<file path="config.mk">
export PLATFORM = sky130hd
export DESIGN_NAME = dctm_pos
export DESIGN_NICKNAME = d
export VERILOG_FILES = /design/src/dctm_pkg.sv /design/src/dctm_pos.sv
export SDC_FILE = /design/constraint.sdc
export NUM_CORES = 1
export LEC_CHECK = 0
export BUFFER_PORTS_ARGS = -buffer_cell sky130_fd_sc_hd__clkbuf_2
export CAP_MARGIN = 40
export CELL_PAD_IN_SITES_DETAIL_PLACEMENT = 1
export CELL_PAD_IN_SITES_GLOBAL_PLACEMENT = 2
export CORE_ASPECT_RATIO = 0.5
export CORE_MARGIN = 4
export CORE_UTILIZATION = 32
export CTS_BUF_LIST = sky130_fd_sc_hd__clkbuf_16
export DETAILED_ROUTE_END_ITERATION = 8
export HOLD_SLACK_MARGIN = 0.08
export PLACE_DENSITY = 0.88
export REMOVE_ABC_BUFFERS = 1
export SYNTH_ARGS = -nofsm -noshare
export SYNTH_HDL_FRONTEND = slang
export SYNTH_SLANG_ARGS = --single-unit
</file>
<file path="constraint.sdc">
create_clock -name clk -period 3.3 [get_ports clk]
set_input_delay 0.165 -clock clk [delete_from_list [all_inputs] [get_ports clk]]
set_output_delay 0.165 -clock clk [all_outputs]
set_load 0.03 [all_outputs]
</file>
<file path="src/dctm_pkg.sv">
// Shared constants, register codes and item types for the dark channel tile minimum block.
`timescale 1ns / 1ps

package dctm_pkg;

	// Limits of the supported image and tile geometry.
	localparam int MAX_WIDTH  = 2048;
	localparam int MAX_HEIGHT = 2048;
	localparam int MAX_TILE   = 64;

	// Field and counter widths.
	localparam int PIX_W  = 8;
	localparam int COL_W  = $clog2(MAX_WIDTH);
	localparam int ROW_W  = $clog2(MAX_HEIGHT);
	localparam int TIC_W  = $clog2(MAX_TILE);
	localparam int TS_W   = 7;
	localparam int DIM_W  = 12;
	localparam int CIDX_W = 2;

	// Result queue geometry.
	localparam int FIFO_DEPTH = 4;
	localparam int FIFO_AW    = $clog2(FIFO_DEPTH);
	localparam int FIFO_CW    = FIFO_AW + 1;

	// Register reset values.
	localparam logic [TS_W-1:0]  TILE_SIZE_RST    = TS_W'(14);
	localparam logic [DIM_W-1:0] IMAGE_WIDTH_RST  = DIM_W'(640);
	localparam logic [DIM_W-1:0] IMAGE_HEIGHT_RST = DIM_W'(480);

	// Configuration register indexes.
	typedef enum logic [CIDX_W-1:0] {
		REG_TILE_SIZE    = 2'd0,
		REG_IMAGE_WIDTH  = 2'd1,
		REG_IMAGE_HEIGHT = 2'd2
	} cfg_reg_t;

	// Per-item control from the position tracker.
	typedef struct packed {
		logic [COL_W-1:0] idx;
		logic             first;
		logic             emit;
		logic [ROW_W-1:0] tile_row;
		logic             frame_end;
	} tile_info_t;

	// One finished tile.
	typedef struct packed {
		logic             frame_end;
		logic [ROW_W-1:0] tile_row;
		logic [COL_W-1:0] tile_column;
		logic [PIX_W-1:0] tile_minimum;
	} tile_res_t;

endpackage

</file>
<file path="src/dctm_pos.sv">
// Raster position tracker: pixel, in-tile and tile counters with edge detection.
`timescale 1ns / 1ps

module dctm_pos (
	input  logic                           clk,
	input  logic                           arst_n,
	input  logic [dctm_pkg::TS_W-1:0]      tile_size,
	input  logic [dctm_pkg::DIM_W-1:0]     image_width,
	input  logic [dctm_pkg::DIM_W-1:0]     image_height,
	input  logic                           advance,
	output dctm_pkg::tile_info_t           info,
	output logic                           at_origin
);

	logic [dctm_pkg::COL_W-1:0] pix_col_q;
	logic [dctm_pkg::ROW_W-1:0] pix_row_q;
	logic [dctm_pkg::TIC_W-1:0] col_in_tile_q;
	logic [dctm_pkg::TIC_W-1:0] row_in_tile_q;
	logic [dctm_pkg::COL_W-1:0] tile_x_q;
	logic [dctm_pkg::ROW_W-1:0] tile_y_q;

	logic [dctm_pkg::TS_W-1:0]  ts_eff;
	logic [dctm_pkg::TS_W-1:0]  ts_m1;
	logic [dctm_pkg::DIM_W-1:0] w_eff;
	logic [dctm_pkg::DIM_W-1:0] h_eff;
	logic [dctm_pkg::DIM_W-1:0] w_m1;
	logic [dctm_pkg::DIM_W-1:0] h_m1;
	logic                       row_last;
	logic                       frame_last;
	logic                       col_tile_end;
	logic                       row_tile_end;

	// Clamp the registers into their working ranges.
	always_comb begin
		if (tile_size == '0) begin
			ts_eff = dctm_pkg::TS_W'(1);
		end else if (tile_size > dctm_pkg::TS_W'(dctm_pkg::MAX_TILE)) begin
			ts_eff = dctm_pkg::TS_W'(dctm_pkg::MAX_TILE);
		end else begin
			ts_eff = tile_size;
		end
		if (image_width == '0) begin
			w_eff = dctm_pkg::DIM_W'(1);
		end else if (image_width > dctm_pkg::DIM_W'(dctm_pkg::MAX_WIDTH)) begin
			w_eff = dctm_pkg::DIM_W'(dctm_pkg::MAX_WIDTH);
		end else begin
			w_eff = image_width;
		end
		if (image_height == '0) begin
			h_eff = dctm_pkg::DIM_W'(1);
		end else if (image_height > dctm_pkg::DIM_W'(dctm_pkg::MAX_HEIGHT)) begin
			h_eff = dctm_pkg::DIM_W'(dctm_pkg::MAX_HEIGHT);
		end else begin
			h_eff = image_height;
		end
	end

	assign ts_m1 = ts_eff - dctm_pkg::TS_W'(1);
	assign w_m1  = w_eff - dctm_pkg::DIM_W'(1);
	assign h_m1  = h_eff - dctm_pkg::DIM_W'(1);

	// A counter at or past its end counts as being at the end.
	assign row_last     = dctm_pkg::DIM_W'(pix_col_q) >= w_m1;
	assign frame_last   = dctm_pkg::DIM_W'(pix_row_q) >= h_m1;
	assign col_tile_end = dctm_pkg::TS_W'(col_in_tile_q) >= ts_m1;
	assign row_tile_end = dctm_pkg::TS_W'(row_in_tile_q) >= ts_m1;

	// Control for the pixel now at the input.
	always_comb begin
		info.idx       = tile_x_q;
		info.first     = (col_in_tile_q == '0) && (row_in_tile_q == '0);
		info.emit      = (col_tile_end || row_last) && (row_tile_end || frame_last);
		info.tile_row  = tile_y_q;
		info.frame_end = row_last && frame_last;
	end

	assign at_origin = (pix_col_q == '0) && (pix_row_q == '0);

	// Step the raster position once per accepted pixel.
	always_ff @(posedge clk or negedge arst_n) begin
		if (!arst_n) begin
			pix_col_q     <= '0;
			pix_row_q     <= '0;
			col_in_tile_q <= '0;
			row_in_tile_q <= '0;
			tile_x_q      <= '0;
			tile_y_q      <= '0;
		end else if (advance) begin
			if (row_last) begin
				pix_col_q     <= '0;
				col_in_tile_q <= '0;
				tile_x_q      <= '0;
				if (frame_last) begin
					pix_row_q     <= '0;
					row_in_tile_q <= '0;
					tile_y_q      <= '0;
				end else begin
					pix_row_q <= pix_row_q + dctm_pkg::ROW_W'(1);
					if (row_tile_end) begin
						row_in_tile_q <= '0;
						tile_y_q      <= tile_y_q + dctm_pkg::ROW_W'(1);
					end else begin
						row_in_tile_q <= row_in_tile_q + dctm_pkg::TIC_W'(1);
					end
				end
			end else begin
				pix_col_q <= pix_col_q + dctm_pkg::COL_W'(1);
				if (col_tile_end) begin
					col_in_tile_q <= '0;
					tile_x_q      <= tile_x_q + dctm_pkg::COL_W'(1);
				end else begin
					col_in_tile_q <= col_in_tile_q + dctm_pkg::TIC_W'(1);
				end
			end
		end
	end

endmodule

</file>
Word-level counts from Yosys, hierarchy flattened
Cells that the tools add are included.
Widths: inputs -> output; s select.
{"block": "word_totals", "out_inout_bits": 26, "reg_bits": 56, "wordCells": 56, "in_bits": 34}
{"block": "classes", "n_mux": 16, "reduce_logical": 18, "magnitude_cmp": 7, "addsub": 9}
{"cell": "$mux 11", "n": 6}
{"cell": "$mux 12", "n": 4}
{"cell": "$add 11x1->11 const B", "n": 4}
{"cell": "$ge 11x12->1", "n": 2}
{"cell": "$gt 12x12->1 const B", "n": 2}
{"cell": "$logic_not 12->1", "n": 2}
{"cell": "$mux 6", "n": 4}
{"cell": "$sub 12x1->12 const B", "n": 2}
{"cell": "$logic_not 11->1", "n": 2}
{"cell": "$ge 6x7->1", "n": 2}
{"cell": "$mux 7", "n": 2}
{"cell": "$add 6x1->6 const B", "n": 2}
{"cell": "$logic_not 6->1", "n": 2}
{"cell": "$gt 7x7->1 const B", "n": 1}
{"cell": "$logic_not 7->1", "n": 1}
{"cell": "$sub 7x1->7 const B", "n": 1}
{"cell": "$logic_and 1x1->1", "n": 4}
{"cell": "$reduce_and 2->1", "n": 2}
{"cell": "$reduce_bool 2->1", "n": 2}
{"cell": "$reduce_and 3->1", "n": 1}
{"cell": "$logic_or 1x1->1", "n": 2}

Longest topological paths before layout
{"block": "depth", "ltp_word": 7, "mapped_depth": 18}

Worst setup path before layout
OpenSTA, ideal clock, no wires.
{"block": "synth_path", "path_kind": "input-to-reg", "from": "in image_width[3] in the netlist's numbering", "to": "reg tile_y_q[4] in the netlist's numbering", "n_path_buf": 1, "path_slack_ns": -0.274, "path_stages": 16, "setup_time_ns": 0.121, "t_arrival_ns": 3.453, "cell_sequence": "nor4_1 -> nand2_1 -> nor3_1 -> o21ai_0 -> ha_1 -> a21boi_1 -> and2_1 -> a311o_1 -> ha_1 -> o211ai_1 -> nand2_1 -> nand2_1 -> nor2_1 -> clkbuf_1 -> o21ai_0 -> a22o_1"}
{"block": "synth_via", "elab_chain_cells": 6}
{"item": "start: declaration", "line_no": "dctm_pos.sv:8", "text": "input logic [dctm_pkg::DIM_W-1:0] image_width,"}
{"item": "$gt 12x12->1", "line_no": "dctm_pos.sv:44", "text": "end else if (image_width > dctm_pkg::DIM_W'(dctm_pkg::MAX_WIDTH)) begin"}
{"item": "$mux 12", "line_no": "dctm_pos.sv:44"}
{"item": "$mux 12 (*)", "line_no": "dctm_pos.sv:42", "text": "if (image_width == '0) begin"}
{"item": "$sub 12x1->12 (*)", "line_no": "dctm_pos.sv:59", "text": "assign w_m1 = w_eff - dctm_pkg::DIM_W'(1);"}
{"item": "$ge 11x12->1 (*)", "line_no": "dctm_pos.sv:63", "text": "assign row_last = dctm_pkg::DIM_W'(pix_col_q) >= w_m1;"}
{"item": "$reduce_and 3->1 (no source line) (*)"}
{"item": "end signal: assignment", "line_no": "dctm_pos.sv:101", "text": "tile_y_q <= tile_y_q + dctm_pkg::ROW_W'(1);"}
{"item": "end: declaration", "line_no": "dctm_pos.sv:20", "text": "logic [dctm_pkg::ROW_W-1:0] tile_y_q;"}
Every way passes the cells marked *; elsewhere a longest branch is shown, timed or not.
A chain may end at the register's enable or synchronous reset.

==> impl_metrics.json <==
{
  "fin_nets": 784,
  "cts_tree": "built",
  "placed_area_um2": 5740,
  "drt-total-wl_um": 15400,
  "path_class": "input pin to primary output",
  "grt_start_max_net_pins": 30,
  "final.setup.tns_ps": 0,
  "fin_crit_ps": 3280,
  "rsz0062_at_grt": "yes",
  "whs_ps": 252,
  "antenna_found_initial": 0,
  "critical_path_required_ps": 3130,
  "path_clk_slew_ps": 70,
  "worstMarginPinSlew_ps": 646,
  "cts.sinks": 56,
  "ir_drop_uv": 208,
  "rows": 30,
  "finalPower_mw": 2.45,
  "grt_pass1_wl_um": 24900,
  "synthFlopType": "dfrtp_1",
  "yosys_warnings": 0,
  "finalHoldViolations": 0,
  "gp_congestion": 0.802,
  "clock_latency_ps": 300,
  "synth_seq_cells": 56,
  "min_period_over_period_pct": 99.2,
  "fin_ws_ps": 24.9,
  "synth_cells": 541,
  "max_cap_violations": 0,
  "slew_headroom_pct": 57.0,
  "initial_utilization_pct": 33.3,
  "path_max_fanout": 6,
  "nFillCells": 1671,
  "grt_pass1_vias": 5146,
  "worstSetupStartpointType": "input pin",
  "drc": 0,
  "die_y_um": 92.7,
  "core_um2": 13800,
  "cts_buffers": 5,
  "outcome": "complete, no violations",
  "dp_slack_ps": -505,
  "fin_skew_ps": 11.1,
  "final_max_slew_viol_count": 0,
  "area_growth_pct": 41.0,
  "grt-ovfl-total": 0,
  "place_hpwl_um": 11100,
  "arrival_ps": 3110,
  "avgSynthCellArea_um2": 8.49,
  "htreeDepth": 2,
  "synth_async_sr_flop_share_pct": 100,
  "portBuffers": 59,
  "synth_edf_count": 0,
  "cts_max_path_buffers": 2,
  "p_per_area_nw_per_um2": 379,
  "io_pins": 60,
  "die_w_um": 177,
  "ys_seq_area_share_pct": 30.5,
  "hold_class": "input pin to async pin",
  "syn_area_um2": 4600,
  "wl_per_cell_um": 17.2,
  "leakagePower_nw": 2.92,
  "via_count": 4904,
  "setup_viol": 0,
  "end_kind": "primary output",
  "vias_per_cell": 5.47,
  "postRouteAntennaNets": 0,
  "cts_root_buf": "clkbuf_16",
  "yosysUniqueCellTypes": 68,
  "drt_iter0_drc": 141,
  "firstDrtPassIters": 4,
  "grt_use_total_pct": 18.0,
  "clock.fmax_mhz": 305,
  "drive_gt1_share_pct": 34.7,
  "die_area_um2": 16500,
  "insertedDiodeCount": 0,
  "finalInstanceArea_um2": 6480
}
logic make-up (layout without fill, tap and decap cells):
logic type,after synthesis,after routing,synth area share (%)
AND/OR/NAND/NOR,227,228,26.1
AO/OA/AOI/OAI,157,157,23.5
flip-flops,56,56,30.5
adder cells (fa/ha/maj),47,47,12.8
buffers and inverters,40,202,4.33
XOR/XNOR,10,10,1.91
multiplexers,4,4,0.871
timing repair:
action                                  CTS  global route
endpoints found under the hold margin    56             0
buffers inserted                          7            14
endpoints found under the setup margin   44            50
pin swaps                                17            45
gates resized for setup                  38            65
hold buffers                              1             0
gates cloned                              0             2
worst paths after layout:
check / cells past startpoint / startpoint / end / slack [ps]
hold / removal: 2 / arst_n / tile_x_q[5] / 250
min in group clk: 2 / advance / col_in_tile_q[0] / 550
max in group asynchronous: 3 / arst_n / pix_col_q[9] / 2480
setup / recovery: 16 / image_height[6] / info[12] / 20
hold reg to reg: 1 / pix_row_q[4] / pix_row_q[4] / 550
setup reg to reg: 13 / row_in_tile_q[0] / row_in_tile_q[1] / 560
final cells by class:
| type | instances | area [um^2] | share of cell area (%) |
|---|---|---|---|
| repair buffers | 169 | 1250 | 19.3 |
| well taps | 192 | 240 | 3.71 |
| clock inverters | 3 | 37.5 | 0.579 |
| clock buffers | 5 | 125 | 1.93 |
| inverters | 25 | 93.8 | 1.45 |
| flip-flops and latches | 56 | 1400 | 21.6 |
| multi-input cells | 446 | 3330 | 51.5 |
routing by layer:
metal,vias to the layer above,share of wire [%],global-route usage [%]
li1,2373,-,-
met1,2456,48,24.5
met2,66,49,31.1
met3,9,2.4,2.16
met4,0,0.85,3.22
met5,-,0,0
cell usage after synthesis (all sizes together) (4+ instances only):
master    n  area share (%)
a21o      5            0.82
dfrtp    56              30
a2111oi   4             1.4
or3      11             1.5
nor4     12             1.6
mux2i     4            0.87
clkbuf    9             1.2
o31ai     9             1.6
o21ai    50             5.4
a31oi     6            0.82
and2      6            0.84
a21oi    31             3.5
and3     10             1.4
inv      25             2.0
nor2b     7            0.95
xnor2     5            0.95
nor4b     4            0.76
or4       6            0.98
xor2      5            0.95
a22oi     5            0.93
nand3    28             3.3
nand2    48             4.0
nand4    12             1.6
a211oi    4            0.65
ha       47              13
nor2     38             3.1
nand2b   13             1.8
o41ai     5             1.5
a22o     10             1.9
nor3     24             2.6
buf       6             1.1
state kept, by name, summed over array words and instances, names as in the netlist:
name / count
pix_col_q: 11
col_in_tile_q: 6
tile_x_q: 11
tile_y_q: 11
row_in_tile_q: 6
pix_row_q: 11
report_power, final:
part           total [mW]  internal [mW]  switching, mW
Combinational       0.927          0.434          0.492
Clock               0.604          0.354          0.250
Sequential          0.923          0.779          0.144
Total                2.45           1.57          0.886
metrics by stage:
stage | instances | utilization [%]
2_1_floorplan | 526 | -
3_3_place_gp | 866 | 41.4
3_5_place_dp | 867 | 41.5
4_1_cts | 883 | 44.3
5_1_grt | 896 | 46.9
6_report | 896 | 46.9
layout by cell type, fill, tap and decap left out, types with 5 or more instances in the layout:
cell,count
nor3_1,20
nand4_1,12
nand2b_1,13
or3_1,9
nand2_1,39
nand3_1,27
o21ai_0,33
and3_1,10
ha_1,41
a21o_1,5
nor2b_1,7
nand2_2,6
nor2_1,34
a31oi_1,6
o21ai_1,15
xor2_1,5
buf_4,90
nor4_1,6
a21oi_1,24
dfrtp_1,56
clkbuf_16,5
buf_6,18
o31ai_1,7
inv_1,25
clkbuf_2,54
a21oi_2,6
a22o_1,10
worst max-delay path, cell delays in order:
cell and delay, ps:
buf_8 100, nor4_4 280, nand2_1 120, nor3_2 160
o21bai_1 110, ha_2 220, and2_4 170, and4b_1 160
or3_4 340, ha_4 170, a22oi_2 160, o211a_1 200
o41ai_4 120, a22oi_2 350, nor2_2 100, clkbuf_8 170
No activity file was read; power rests on OpenSTA's default activity.
