**src/dctm_pkg.sv**
```systemverilog
// Shared constants, register codes and item types for the dark channel tile minimum block.
`timescale 1ns / 1ps

package dctm_pkg;

	// Limits of the supported image and tile geometry.
	localparam int MAX_WIDTH  = 2048;
	localparam int MAX_HEIGHT = 2048;
	localparam int MAX_TILE   = 64;

	// Field and counter widths.
	localparam int PIX_W  = 8;
	localparam int COL_W  = $clog2(MAX_WIDTH);
	localparam int ROW_W  = $clog2(MAX_HEIGHT);
	localparam int TIC_W  = $clog2(MAX_TILE);
	localparam int TS_W   = 7;
	localparam int DIM_W  = 12;
	localparam int CIDX_W = 2;

	// Result queue geometry.
	localparam int FIFO_DEPTH = 4;
	localparam int FIFO_AW    = $clog2(FIFO_DEPTH);
	localparam int FIFO_CW    = FIFO_AW + 1;

	// Register reset values.
	localparam logic [TS_W-1:0]  TILE_SIZE_RST    = TS_W'(14);
	localparam logic [DIM_W-1:0] IMAGE_WIDTH_RST  = DIM_W'(640);
	localparam logic [DIM_W-1:0] IMAGE_HEIGHT_RST = DIM_W'(480);

	// Configuration register indexes.
	typedef enum logic [CIDX_W-1:0] {
		REG_TILE_SIZE    = 2'd0,
		REG_IMAGE_WIDTH  = 2'd1,
		REG_IMAGE_HEIGHT = 2'd2
	} cfg_reg_t;

	// Per-item control from the position tracker.
	typedef struct packed {
		logic [COL_W-1:0] idx;
		logic             first;
		logic             emit;
		logic [ROW_W-1:0] tile_row;
		logic             frame_end;
	} tile_info_t;

	// One finished tile.
	typedef struct packed {
		logic             frame_end;
		logic [ROW_W-1:0] tile_row;
		logic [COL_W-1:0] tile_column;
		logic [PIX_W-1:0] tile_minimum;
	} tile_res_t;

endpackage

```
**src/dctm_fifo.sv**
```systemverilog
// Small result queue that decouples the tile pipeline from the output stall.
`timescale 1ns / 1ps

module dctm_fifo (
	input  logic                          clk,
	input  logic                          arst_n,
	input  logic                          push,
	input  dctm_pkg::tile_res_t           push_data,
	output logic                          out_valid,
	input  logic                          out_ready,
	output dctm_pkg::tile_res_t           out_data,
	output logic [dctm_pkg::FIFO_CW-1:0]  count
);

	dctm_pkg::tile_res_t            slots_q [dctm_pkg::FIFO_DEPTH];
	logic [dctm_pkg::FIFO_AW-1:0]   wr_ptr_q;
	logic [dctm_pkg::FIFO_AW-1:0]   rd_ptr_q;
	logic [dctm_pkg::FIFO_CW-1:0]   count_q;
	logic                           pop;

	assign out_valid = count_q != '0;
	assign out_data  = slots_q[rd_ptr_q];
	assign count     = count_q;
	assign pop       = out_valid && out_ready;

	// Storage slots.
	always_ff @(posedge clk) begin
		if (push) begin
			slots_q[wr_ptr_q] <= push_data;
		end
	end

	// Pointers and fill level.
	always_ff @(posedge clk or negedge arst_n) begin
		if (!arst_n) begin
			wr_ptr_q <= '0;
			rd_ptr_q <= '0;
			count_q  <= '0;
		end else begin
			if (push) begin
				wr_ptr_q <= wr_ptr_q + dctm_pkg::FIFO_AW'(1);
			end
			if (pop) begin
				rd_ptr_q <= rd_ptr_q + dctm_pkg::FIFO_AW'(1);
			end
			if (push && !pop) begin
				count_q <= count_q + dctm_pkg::FIFO_CW'(1);
			end else if (pop && !push) begin
				count_q <= count_q - dctm_pkg::FIFO_CW'(1);
			end
		end
	end

endmodule

```
**config.mk**
```make
export PLATFORM = sky130hd
export DESIGN_NAME = dctm_fifo
export DESIGN_NICKNAME = d
export VERILOG_FILES = /design/src/dctm_pkg.sv /design/src/dctm_fifo.sv
export SDC_FILE = /design/constraint.sdc
export NUM_CORES = 1
export LEC_CHECK = 0
export BUFFER_PORTS_ARGS = -buffer_cell sky130_fd_sc_hd__buf_4
export CORE_MARGIN = 2
export CORE_UTILIZATION = 50
export CTS_BUF_LIST = sky130_fd_sc_hd__clkbuf_4
export DETAILED_ROUTE_END_ITERATION = 8
export MAX_ROUTING_LAYER = met4
export PLACE_DENSITY = 0.71
export SKIP_LAST_GASP = 1
export SLEW_MARGIN = 20
export SYNTH_ARGS = -nofsm -noshare
export SYNTH_HDL_FRONTEND = slang
export SYNTH_SLANG_ARGS = --single-unit
export TNS_END_PERCENT = 30
```
**constraint.sdc**
```tcl
create_clock -name clk -period 4.7 [get_ports clk]
set_clock_uncertainty 0.1 [all_clocks]
set_input_delay 0.94 -clock clk [delete_from_list [all_inputs] [get_ports clk]]
set_output_delay 0.94 -clock clk [all_outputs]
set_load 0.01 [all_outputs]
```
**Yosys cells after proc, flatten, opt, wreduce, memory -nomap -nowiden**

Memory sizes are Yosys's and may differ from the RTL's.
Index checks and enable logic that the tools add are counted.

- Register bits: 7
- RAM bits: 124
- Input bits: 35
- Output and inout port bits: 35
- Logic and storage cells: 19
- Memories kept: 1

Memory list:

| name | words | width | rd ports | clocked after memory_dff | wr ports | RTL line | source |
|---|---|---|---|---|---|---|---|
| slots_q | 4 | 31 | 1 | 0 | 1 | dctm_fifo.sv:15 | `dctm_pkg::tile_res_t slots_q [dctm_pkg::FIFO_DEPTH];` |

- $add $sub $neg: 4
- Muxes and demuxes: 4
- Reduce and logical (&&, ||, !) cells: 7

Operators with widths:

| operator | number |
|---|---|
| 3-bit 2-to-1 mux | 2 |
| 2-bit by 1-bit adder with 2-bit output, second input constant | 2 |
| 3-bit by 1-bit adder with 3-bit output, second input constant | 1 |
| 1-bit logical AND | 3 |
| 3-bit nonzero test | 1 |
| 3-bit by 1-bit subtractor with 3-bit output, second input constant | 1 |
| 1-bit zero test | 2 |
| 1-bit 2-to-1 mux | 2 |
| 2-bit nonzero test | 1 |

**Longest topological paths before layout**

Gate-level depths: netlist of the first run.

- Depth after elaboration: 5
- Gate-level depth with buffers: 8
- Mapped depth without buffers: 8

**Worst setup path before layout of the first run**

OpenSTA, ideal clock, no wires.

- Kind: input port to flip-flop
- Start point: input push
- End point: memory slots_q[1][0] (netlist bit), enable pin
- Library setup time: 0.391 ns
- Arrival time: 1.713 ns
- Data required time: 4.209 ns
- Setup slack: 2.496 ns
- Stages on the path: 1
- Buffers on the path: 0
- Cell sequence: and2_1

- Cells in the longest elaborated chain, start to end: 2

RTL lines:

| item | RTL line | source |
|---|---|---|
| start, declared | dctm_fifo.sv:7 | `input logic push,` |
| 1-bit 2-to-1 mux | dctm_fifo.sv:28 | `if (push) begin` |
| 1-bit 2-to-1 mux (implied by the code) | dctm_fifo.sv:29 | `slots_q[wr_ptr_q] <= push_data;` |
| end, declared | dctm_fifo.sv:15 |  |

No other way between the ends.

==> results of run 1 <==
## worst paths after layout
path	startpoint	end	slack, ns	cells past startpoint
hold reg to reg	count[2]	count[2]	0.43	1
max in group asynchronous	arst_n	rd_ptr_q[0]	4.22	1
setup / recovery	rd_ptr_q[0]	out_data[14]	1.23	3
setup reg to reg	count[0]	count[2]	2.43	8
min in group clk	count[2]	count[2]	0.43	1
hold / removal	arst_n	count[0]	0.13	1
## cells in the final DEF (no fill, tap or decap), types with 2 or more instances in the layout
master,netlist,routed
and2_2,0,4
clkinvlp_4,0,3
mux4_2,28,28
ha_1,5,5
clkinv_4,0,2
mux4_1,3,3
clkbuf_4,0,17
clkinv_2,0,3
nand2_1,2,2
xnor2_1,3,3
inv_1,3,3
bufinv_16,0,4
edfxtp_1,124,124
xor2_1,3,3
buf_4,0,71
dfrtp_1,7,6
## registers in the layout, indices dropped and copies added (netlist names)
| name | count |
|---|---|
| wr_ptr_q | 2 |
| slots_q | 124 |
| rd_ptr_q | 2 |
| count | 3 |
## cell families (layout without fill, tap and decap cells)
group / count (synthesis) / after routing / share of synthesized area
AOI/OAI and AO/OA: 1 / 1 / 0.00102
buffers and inverters: 10 / 105 / 0.0199
DFF: 131 / 131 / 0.795
muxes: 32 / 32 / 0.147
and+or+nand+nor: 9 / 9 / 0.00969
xor gates and xnor gates: 6 / 6 / 0.0107
adders and majority gates: 6 / 6 / 0.0168
## area by class of cell
| cell class | count | area (um2) | area share |
|---|---|---|---|
| Sequential cell | 131 | 3900 | 0.668 |
| Multi-Input combinational cell | 54 | 913 | 0.156 |
| Timing Repair Buffer | 71 | 533 | 0.0913 |
| Clock inverter | 14 | 188 | 0.0321 |
| Tap cell | 133 | 166 | 0.0285 |
| Clock buffer | 17 | 128 | 0.0219 |
| Inverter | 3 | 11.3 | 0.00193 |
## worst max-delay path, stage by stage (launching register included)
cell	delay, ns
dfrtp_2	0.77
buf_4	0.42
mux4_2	0.57
buf_4	0.16
## routing by layer
layer  vias up  wire length, um
met5         -                0
met4         0              136
met3        15              340
met2        61             4140
met1      1133             3390
li1        984                -
## report_power, final
part           switching (W)  internal (W)  total, W
clock network       0.000398      0.000418  0.000816
logic               0.000482      0.000575   0.00106
registers           0.000137       0.00153   0.00167
## per-stage QoR
stage / hold WS, ns / std cells / cell area, um2 / power [W]
6_report: 0.126 / 423 / 5840 / 0.00354
5_1_grt: 0.0721 / 423 / 5840 / 0.00374
4_1_cts: 0.0912 / 423 / 5840 / 0.00360
3_5_place_dp: 0.404 / 392 / 5520 / 0.00279
3_3_place_gp: 0.382 / 392 / 5520 / 0.00276
2_1_floorplan: 0.391 / 195 / 4900 / 0.00236
==> impl_metrics.py, run 1 <==
metrics = {
    "finish": {
        "nFillCells": 732,
        "area_delta_synth_final_pct": 19.1,
        "finalNetCount": 319,
        "diodes": 0,
        "drive_above_1_share": 0.466,
        "final_util": 0.606,
    },
    "worst_hold_path": {
        "hp-class": "input port to asynchronous set/reset pin",
    },
    "power_and_ir_drop": {
        "leakage_nw": 2.04,
        "irDropWorstVdd_v": 0.000305,
        "power_density_nw_per_um2": 607,
    },
    "sta": {
        "setup_viol": 0,
        "max_freq_mhz": 288,
        "layout_setup_ws_ns": 1.23,
        "report.final.slew_viol_count": 0,
        "finalCritPeriodShare": 0.738,
        "hold_violations": 0,
        "rsz0062_at_grt": "no",
        "relSlewSlack": 0.414,
        "timing.setup.tns_ns": 0,
        "finalCriticalPeriod_ns": 3.47,
        "worst_pin_slew_ns": 0.879,
    },
    "clocking": {
        "tritoncts": "done",
        "path_clk_slew_ns": 0.12,
        "cts_resized": 0,
        "clk_latency_ns": 0.50,
        "clock-sinks": 131,
        "cts_buffer_depth": 2,
        "numCtsBuffers": 17,
        "postCtsHoldBufs": 0,
        "cts_root_buffer": "clkbuf_4",
        "htree_levels": 4,
        "post_cts_buffers": 0,
    },
    "synthesis": {
        "seq_area_frac_synth": 0.795,
        "avgSynthCellArea_um2": 25.2,
        "async_flop_share": 0.0534,
        "ys_top_cells_by_area": "edfxtp_1 (76%), mux4_2 (13%), dfrtp_1 (3.6%), mux4_1 (1.6%), ha_1 (1.3%)",
        "synth_most_common_cell": "edfxtp_1",
        "ys_warn_count": 0,
        "synth.distinct_cells": 19,
        "netlist_area_um2": 4900,
        "synth_common_cells": "edfxtp_1 (124), mux4_2 (28), dfrtp_1 (7), ha_1 (5), and2_1 (4)",
        "yosys_most_used_dff": "edfxtp_1",
        "synth_area_leader_cell": "edfxtp_1",
        "ys_ff_latch": 131,
        "synth_nets": 236,
        "syn_inst": 195,
        "synth_edf_count": 124,
        "synth_top_area_frac": 0.759,
    },
    "critical_path": {
        "crit_type": "flop to primary output",
        "end_kind": "primary output",
        "cp_max_fo": 18,
        "cp-start-kind": "flop",
        "crit_required_ns": 3.66,
        "arrival_ns": 2.43,
    },
    "status": {
        "status": "complete, no violations",
    },
    "global_routing": {
        "met2_usage": 0.265,
        "grt_pass1_wl_um": 12100,
        "first_global_vias": 2287,
        "met1_usage": 0.207,
        "grt_overflow_total": 0,
        "grt.total_usage": 0.169,
        "global_route.usage.met3": 0.0495,
        "antenna_found_initial": 0,
        "grt_most_used_layer": "met2",
        "grt_max_degree": 32,
    },
    "routing": {
        "drtIter0Drc": 152,
        "wl_per_cell_um": 18.9,
        "drt_wl_total_um": 8010,
        "drt_first_pass_iters": 4,
        "vias_per_cell": 5.18,
        "vias": 2193,
        "ant_nets": 0,
        "drcViolationCount": 0,
    },
    "placed_design": {
        "dp_hpwl_um": 4690,
        "port_buffers": 69,
        "dp_slack_ns": 1.69,
        "place_congestion": 0.669,
    },
    "floorplanning": {
        "die_h_um": 103,
        "die-area_um2": 10600,
        "die_width_um": 103,
        "coreArea_um2": 9640,
        "std_cell_rows": 36,
        "start_util": 0.509,
        "io_pins": 70,
    },
    "run": {
        "maxCapViolations": 0,
    },
}
Power figures use the tool's default switching activity.
==> inputs of run 2 (changes only) <==
PLACE_DENSITY = 0.74   (was 0.71)
clock period = 3.1 ns   (was 4.7 ns; I/O delays follow)
==> run 2 against run 1 <==
- sequential power increased by 49%
- non-clock buffer count rose by 2
- power grew 59%
- combinational power rose by 59%
- cell count grew 0.71%
- utilization grew 1.2 points
- routed wire length down 4.9%
- register-to-register slack worse by 1.6 ns
- clock power increased by 80%
- largest power group unchanged
==> impl_metrics.py, run 2 (synthesis results as in run 1) <==
metrics = {
    "clocking": {
        "cts_root_buffer": "clkbuf_4",
        "clk_latency_ns": 0.50,
        "cts_buffer_depth": 2,
        "htree_levels": 4,
        "tritoncts": "done",
        "clock-sinks": 131,
        "numCtsBuffers": 17,
        "path_clk_slew_ns": 0.11,
    },
    "routing": {
        "drtIter0Drc": 88,
        "vias": 2177,
        "drcViolationCount": 0,
        "wl_per_cell_um": 17.9,
        "vias_per_cell": 5.11,
        "drt_wl_total_um": 7610,
        "drt_first_pass_iters": 4,
        "ant_nets": 0,
    },
    "power_and_ir_drop": {
        "internal_power_w": 0.00415,
        "irDropWorstVdd_v": 0.000614,
        "switching_share": 0.266,
        "seqPwrFrac": 0.441,
        "switchingPower_w": 0.00150,
        "clkPwrFrac": 0.261,
        "power_frac_comb": 0.299,
        "leakage_nw": 2.11,
        "power_density_nw_per_um2": 949,
    },
    "finish": {
        "regArea_um2": 3900,
        "finalNetCount": 321,
        "layout_commonest_cell": "edfxtp_1",
        "area_delta_synth_final_pct": 21.3,
        "regMostFlops": "slots_q",
        "layout_common_cells": "edfxtp_1 (124), buf_4 (70), mux4_2 (28)",
        "stdcell_area_um2": 5950,
        "nFillCells": 695,
        "largest_reg_flops": 124,
        "diodes": 0,
        "drive_above_1_share": 0.468,
        "multi_input_area_um2": 913,
    },
    "sta": {
        "setup_viol": 0,
        "relSlewSlack": 0.424,
        "report.final.slew_viol_count": 0,
        "hold_violations": 0,
        "rsz0062_at_grt": "no",
        "finalCriticalPeriod_ns": 2.87,
        "max_freq_mhz": 348,
        "layout_setup_ws_ns": 0.230,
        "timing.setup.tns_ns": 0,
        "worst_pin_slew_ns": 0.864,
        "finalCritPeriodShare": 0.926,
    },
    "worst_hold_path": {
        "hp-class": "input port to flop",
        "holdPathStages": 1,
    },
    "global_routing": {
        "grt_max_degree": 32,
        "first_global_vias": 2273,
        "grt.total_usage": 0.161,
        "grt_pass1_wl_um": 11500,
        "grt_overflow_total": 0,
        "antenna_found_initial": 0,
    },
    "floorplanning": {
        "io_pins": 70,
        "die_h_um": 103,
        "coreArea_um2": 9640,
        "start_util": 0.509,
        "std_cell_rows": 36,
        "die_width_um": 103,
        "die-area_um2": 10600,
    },
    "placed_design": {
        "port_buffers": 69,
        "dp_slack_ns": 0.716,
        "place_congestion": 0.688,
        "dpl_cell_area_um2": 5560,
        "dp_hpwl_um": 4490,
    },
    "critical_path": {
        "crit_type": "flop to primary output",
        "cp_max_fo": 15,
        "cp-start-kind": "flop",
        "reg2regPathDepth": 8,
        "arrival_ns": 2.15,
        "ff2ff_setup_slack_ns": 0.85,
        "crit_required_ns": 2.38,
        "crit_start": "rd_ptr_q[0]",
        "timing.rr.end": "count[2]",
        "end_kind": "primary output",
        "critPathCapture": "out_data[29]",
        "worstReg2RegStart": "count[0]",
    },
    "status": {
        "status": "complete, no violations",
    },
    "run": {
        "maxCapViolations": 0,
    },
}
run 2: cell types whose count changed in the layout (fill, tap and decap cells not counted):
cell | previous run | this run
buf_12 | 0 | 2
buf_4 | 71 | 70
bufinv_16 | 4 | 7
clkbuf_4 | 17 | 20
clkinv_2 | 3 | 4
clkinv_4 | 2 | 0
clkinvlp_4 | 3 | 0
dlygate4sd3_1 | 0 | 1
inv_6 | 1 | 0
run 2: power groups by stage:
stage               clock (W)  combinational, W  sequential (W)
finish                0.00147           0.00169         0.00249
global route          0.00158           0.00182         0.00253
CTS                   0.00150           0.00173         0.00250
detailed placement          0           0.00172         0.00254
global placement            0           0.00170         0.00252
floorplan                   0           0.00112         0.00245
run 2: worst min-delay path by stage:
stage / from / endpoint / slack (ns)
final: push_data[17] / slots_q[1][17] / 0.21
after global routing: push_data[9] / slots_q[0][9] / 0.14
after CTS: push_data[9] / slots_q[0][9] / 0.17
after detailed placement: arst_n / count[2] / 0.34
after global placement: arst_n / count[2] / 0.34
after floorplan: arst_n / count[0] / 0.22
run 2: timing repair:
item / CTS / global route
hold endpoints to repair: 7 / 0
gates resized for setup: 0 / 0
setup buffers: 0 / 0
hold buffers: 1 / 0
run 2: per-stage QoR:
stage,hold WS [ns],power [W],util,instances
after global routing,0.142,0.00593,0.617,426
after CTS,0.168,0.00573,0.617,426
after detailed placement,0.341,0.00426,0.576,393
after floorplan,0.224,0.00357,-,195
after global placement,0.340,0.00422,0.576,393
final,0.210,0.00565,0.617,426
run 2: worst max-delay path, stage by stage, from the launching register on:
cell and delay (ns):
dfrtp_2 0.69, buf_4 0.28, mux4_2 0.52, buf_4 0.16
run 2: area by class of cell:
class / instances / share of cell area
Sequential cell: 131 / 0.655
Multi-Input combinational cell: 54 / 0.153
Timing Repair Buffer: 73 / 0.0967
Clock inverter: 12 / 0.0393
Tap cell: 133 / 0.0280
Clock buffer: 20 / 0.0252
Inverter: 3 / 0.00189
run 2: per-layer routing:
layer  global-route usage  share of wire  vias up
met1                0.187           0.42     1113
met3               0.0617          0.048       10
met4               0.0668          0.010        0
met2                0.254           0.52       62
met5                    -              0        -
li1                     -              -      992
==> inputs of run 3 (changes only) <==
BUFFER_PORTS_ARGS = -buffer_cell sky130_fd_sc_hd__buf_2   (was -buffer_cell sky130_fd_sc_hd__buf_4)
CORE_MARGIN = default   (was 2)
==> run 3 against run 2 <==
- die area fell by 3.8%
- final area fell by 3.0%
- count of clock-buffer cells in the layout fell by 2
- cell count rose by 0.70%
- critical path depth did not move
- utilization fell by 0.13 points
- flip-flop and latch count did not move
- via count rose by 1.4%
- non-clock buffer count rose by 6
- clock power fell by 12%
==> impl_metrics.py, run 3 (synthesis results as in run 1) <==
metrics = {
    "placed_design": {
        "place_congestion": 0.657,
        "dp_slack_ns": 0.723,
        "port_buffers": 69,
        "dp_hpwl_um": 4730,
        "placed_cells": 395,
        "dpl_cell_area_um2": 5420,
    },
    "global_routing": {
        "antenna_found_initial": 1,
        "first_global_vias": 2334,
        "grt.total_usage": 0.176,
        "grt_max_degree": 28,
        "grt_pass1_wl_um": 12100,
        "grt_overflow_total": 0,
    },
    "power_and_ir_drop": {
        "leakage_nw": 2.04,
        "irDropWorstVdd_v": 0.000467,
        "power_w": 0.00532,
        "power_density_nw_per_um2": 921,
    },
    "routing": {
        "drcViolationCount": 0,
        "ant_nets": 0,
        "vias": 2208,
        "drt_wl_total_um": 7670,
        "vias_per_cell": 5.15,
        "drt_first_pass_iters": 4,
        "wl_per_cell_um": 17.9,
        "drtIter0Drc": 105,
    },
    "worst_hold_path": {
        "hp-class": "input port to flop",
        "holdPathStages": 1,
    },
    "critical_path": {
        "reg2regPathDepth": 8,
        "crit_required_ns": 2.38,
        "ff2ff_setup_slack_ns": 0.88,
        "worstReg2RegStart": "count[0]",
        "timing.rr.end": "count[2]",
        "crit_start": "rd_ptr_q[0]",
        "cp_top_family": "flip-flops",
        "arrival_ns": 2.15,
        "cp_max_fo": 16,
        "crit_slowest_cell": "dfrtp_2",
        "critPathCapture": "out_data[28]",
        "end_kind": "primary output",
        "cp-start-kind": "flop",
        "cp_slowest_stage_delay_ns": 0.67,
        "crit_type": "flop to primary output",
        "crit_buf_inv": 2,
        "crit_cells": 3,
        "path_cells": "buf_12 > mux4_1 > buf_2",
    },
    "finish": {
        "multi_input_area_um2": 913,
        "area_delta_synth_final_pct": 17.7,
        "drive_above_1_share": 0.482,
        "layout_commonest_cell": "edfxtp_1",
        "finalNetCount": 327,
        "layout_common_cells": "edfxtp_1 (124), buf_2 (69), mux4_2 (28)",
        "largest_reg_flops": 124,
        "fin_cells": 429,
        "nFillCells": 683,
        "regMostFlops": "slots_q",
        "stdcell_area_um2": 5770,
        "regArea_um2": 3900,
    },
    "sta": {
        "setup_viol": 0,
        "rsz0062_at_grt": "no",
        "hold_violations": 0,
        "finalCritPeriodShare": 0.924,
        "report.final.slew_viol_count": 0,
        "finalCriticalPeriod_ns": 2.87,
        "layout_setup_ws_ns": 0.235,
        "relSlewSlack": 0.655,
        "max_freq_mhz": 349,
        "timing.setup.tns_ns": 0,
        "worst_pin_slew_ns": 0.518,
    },
    "clocking": {
        "cts_root_buffer": "clkbuf_4",
        "numCtsBuffers": 17,
        "cts_buffer_depth": 2,
        "clock-sinks": 131,
        "tritoncts": "done",
        "path_clk_slew_ns": 0.13,
        "clk_latency_ns": 0.49,
        "htree_levels": 4,
        "cts_resized": 0,
    },
    "floorplanning": {
        "coreArea_um2": 9370,
        "die_width_um": 101,
        "start_util": 0.523,
        "die-area_um2": 10200,
        "io_pins": 70,
        "die_h_um": 101,
        "std_cell_rows": 35,
    },
    "status": {
        "status": "complete, no violations",
    },
    "run": {
        "maxCapViolations": 0,
    },
}
## run 3: timing repair
| item | 4_1_cts | 5_1_grt |
|---|---|---|
| setup buffers | 0 | 0 |
| hold buffers | 1 | 0 |
| hold endpoints to repair | 7 | 0 |
## run 3: report_power, final
part	internal [W]	switching (W)
registers	0.00232	0.000159
logic	0.000781	0.000770
clock network	0.000662	0.000626
## run 3: per-layer routing
layer | vias up | global-route usage | routed length [um]
met2 | 62 | 0.266 | 3760
met1 | 1131 | 0.218 | 3470
met5 | - | - | 0
met3 | 4 | 0.0589 | 388
li1 | 1011 | - | -
met4 | 0 | 0.0803 | 48
## run 3: cell type report
class	count	share of cell area
clock buffer	18	0.0234
inverter	3	0.00195
antenna	1	0.000433
clock inverter	14	0.0349
multi-input combinational	54	0.158
timing repair buffer	79	0.0776
tap	129	0.0280
sequential	131	0.676
## run 3: how the worst min path moves through the flow
stage,from,endpoint,slack (ns)
3_3_place_gp,arst_n,rd_ptr_q[1],0.37
4_1_cts,push_data[9],slots_q[0][9],0.16
6_report,push_data[4],slots_q[1][4],0.22
2_1_floorplan,arst_n,count[0],0.22
3_5_place_dp,arst_n,count[0],0.37
5_1_grt,push_data[9],slots_q[0][9],0.16
## run 3: metrics by stage
step,hold slack [ns],utilization
after CTS,0.164,0.616
final,0.224,0.616
after floorplan,0.224,-
after global routing,0.160,0.616
after detailed placement,0.365,0.579
after global placement,0.366,0.579
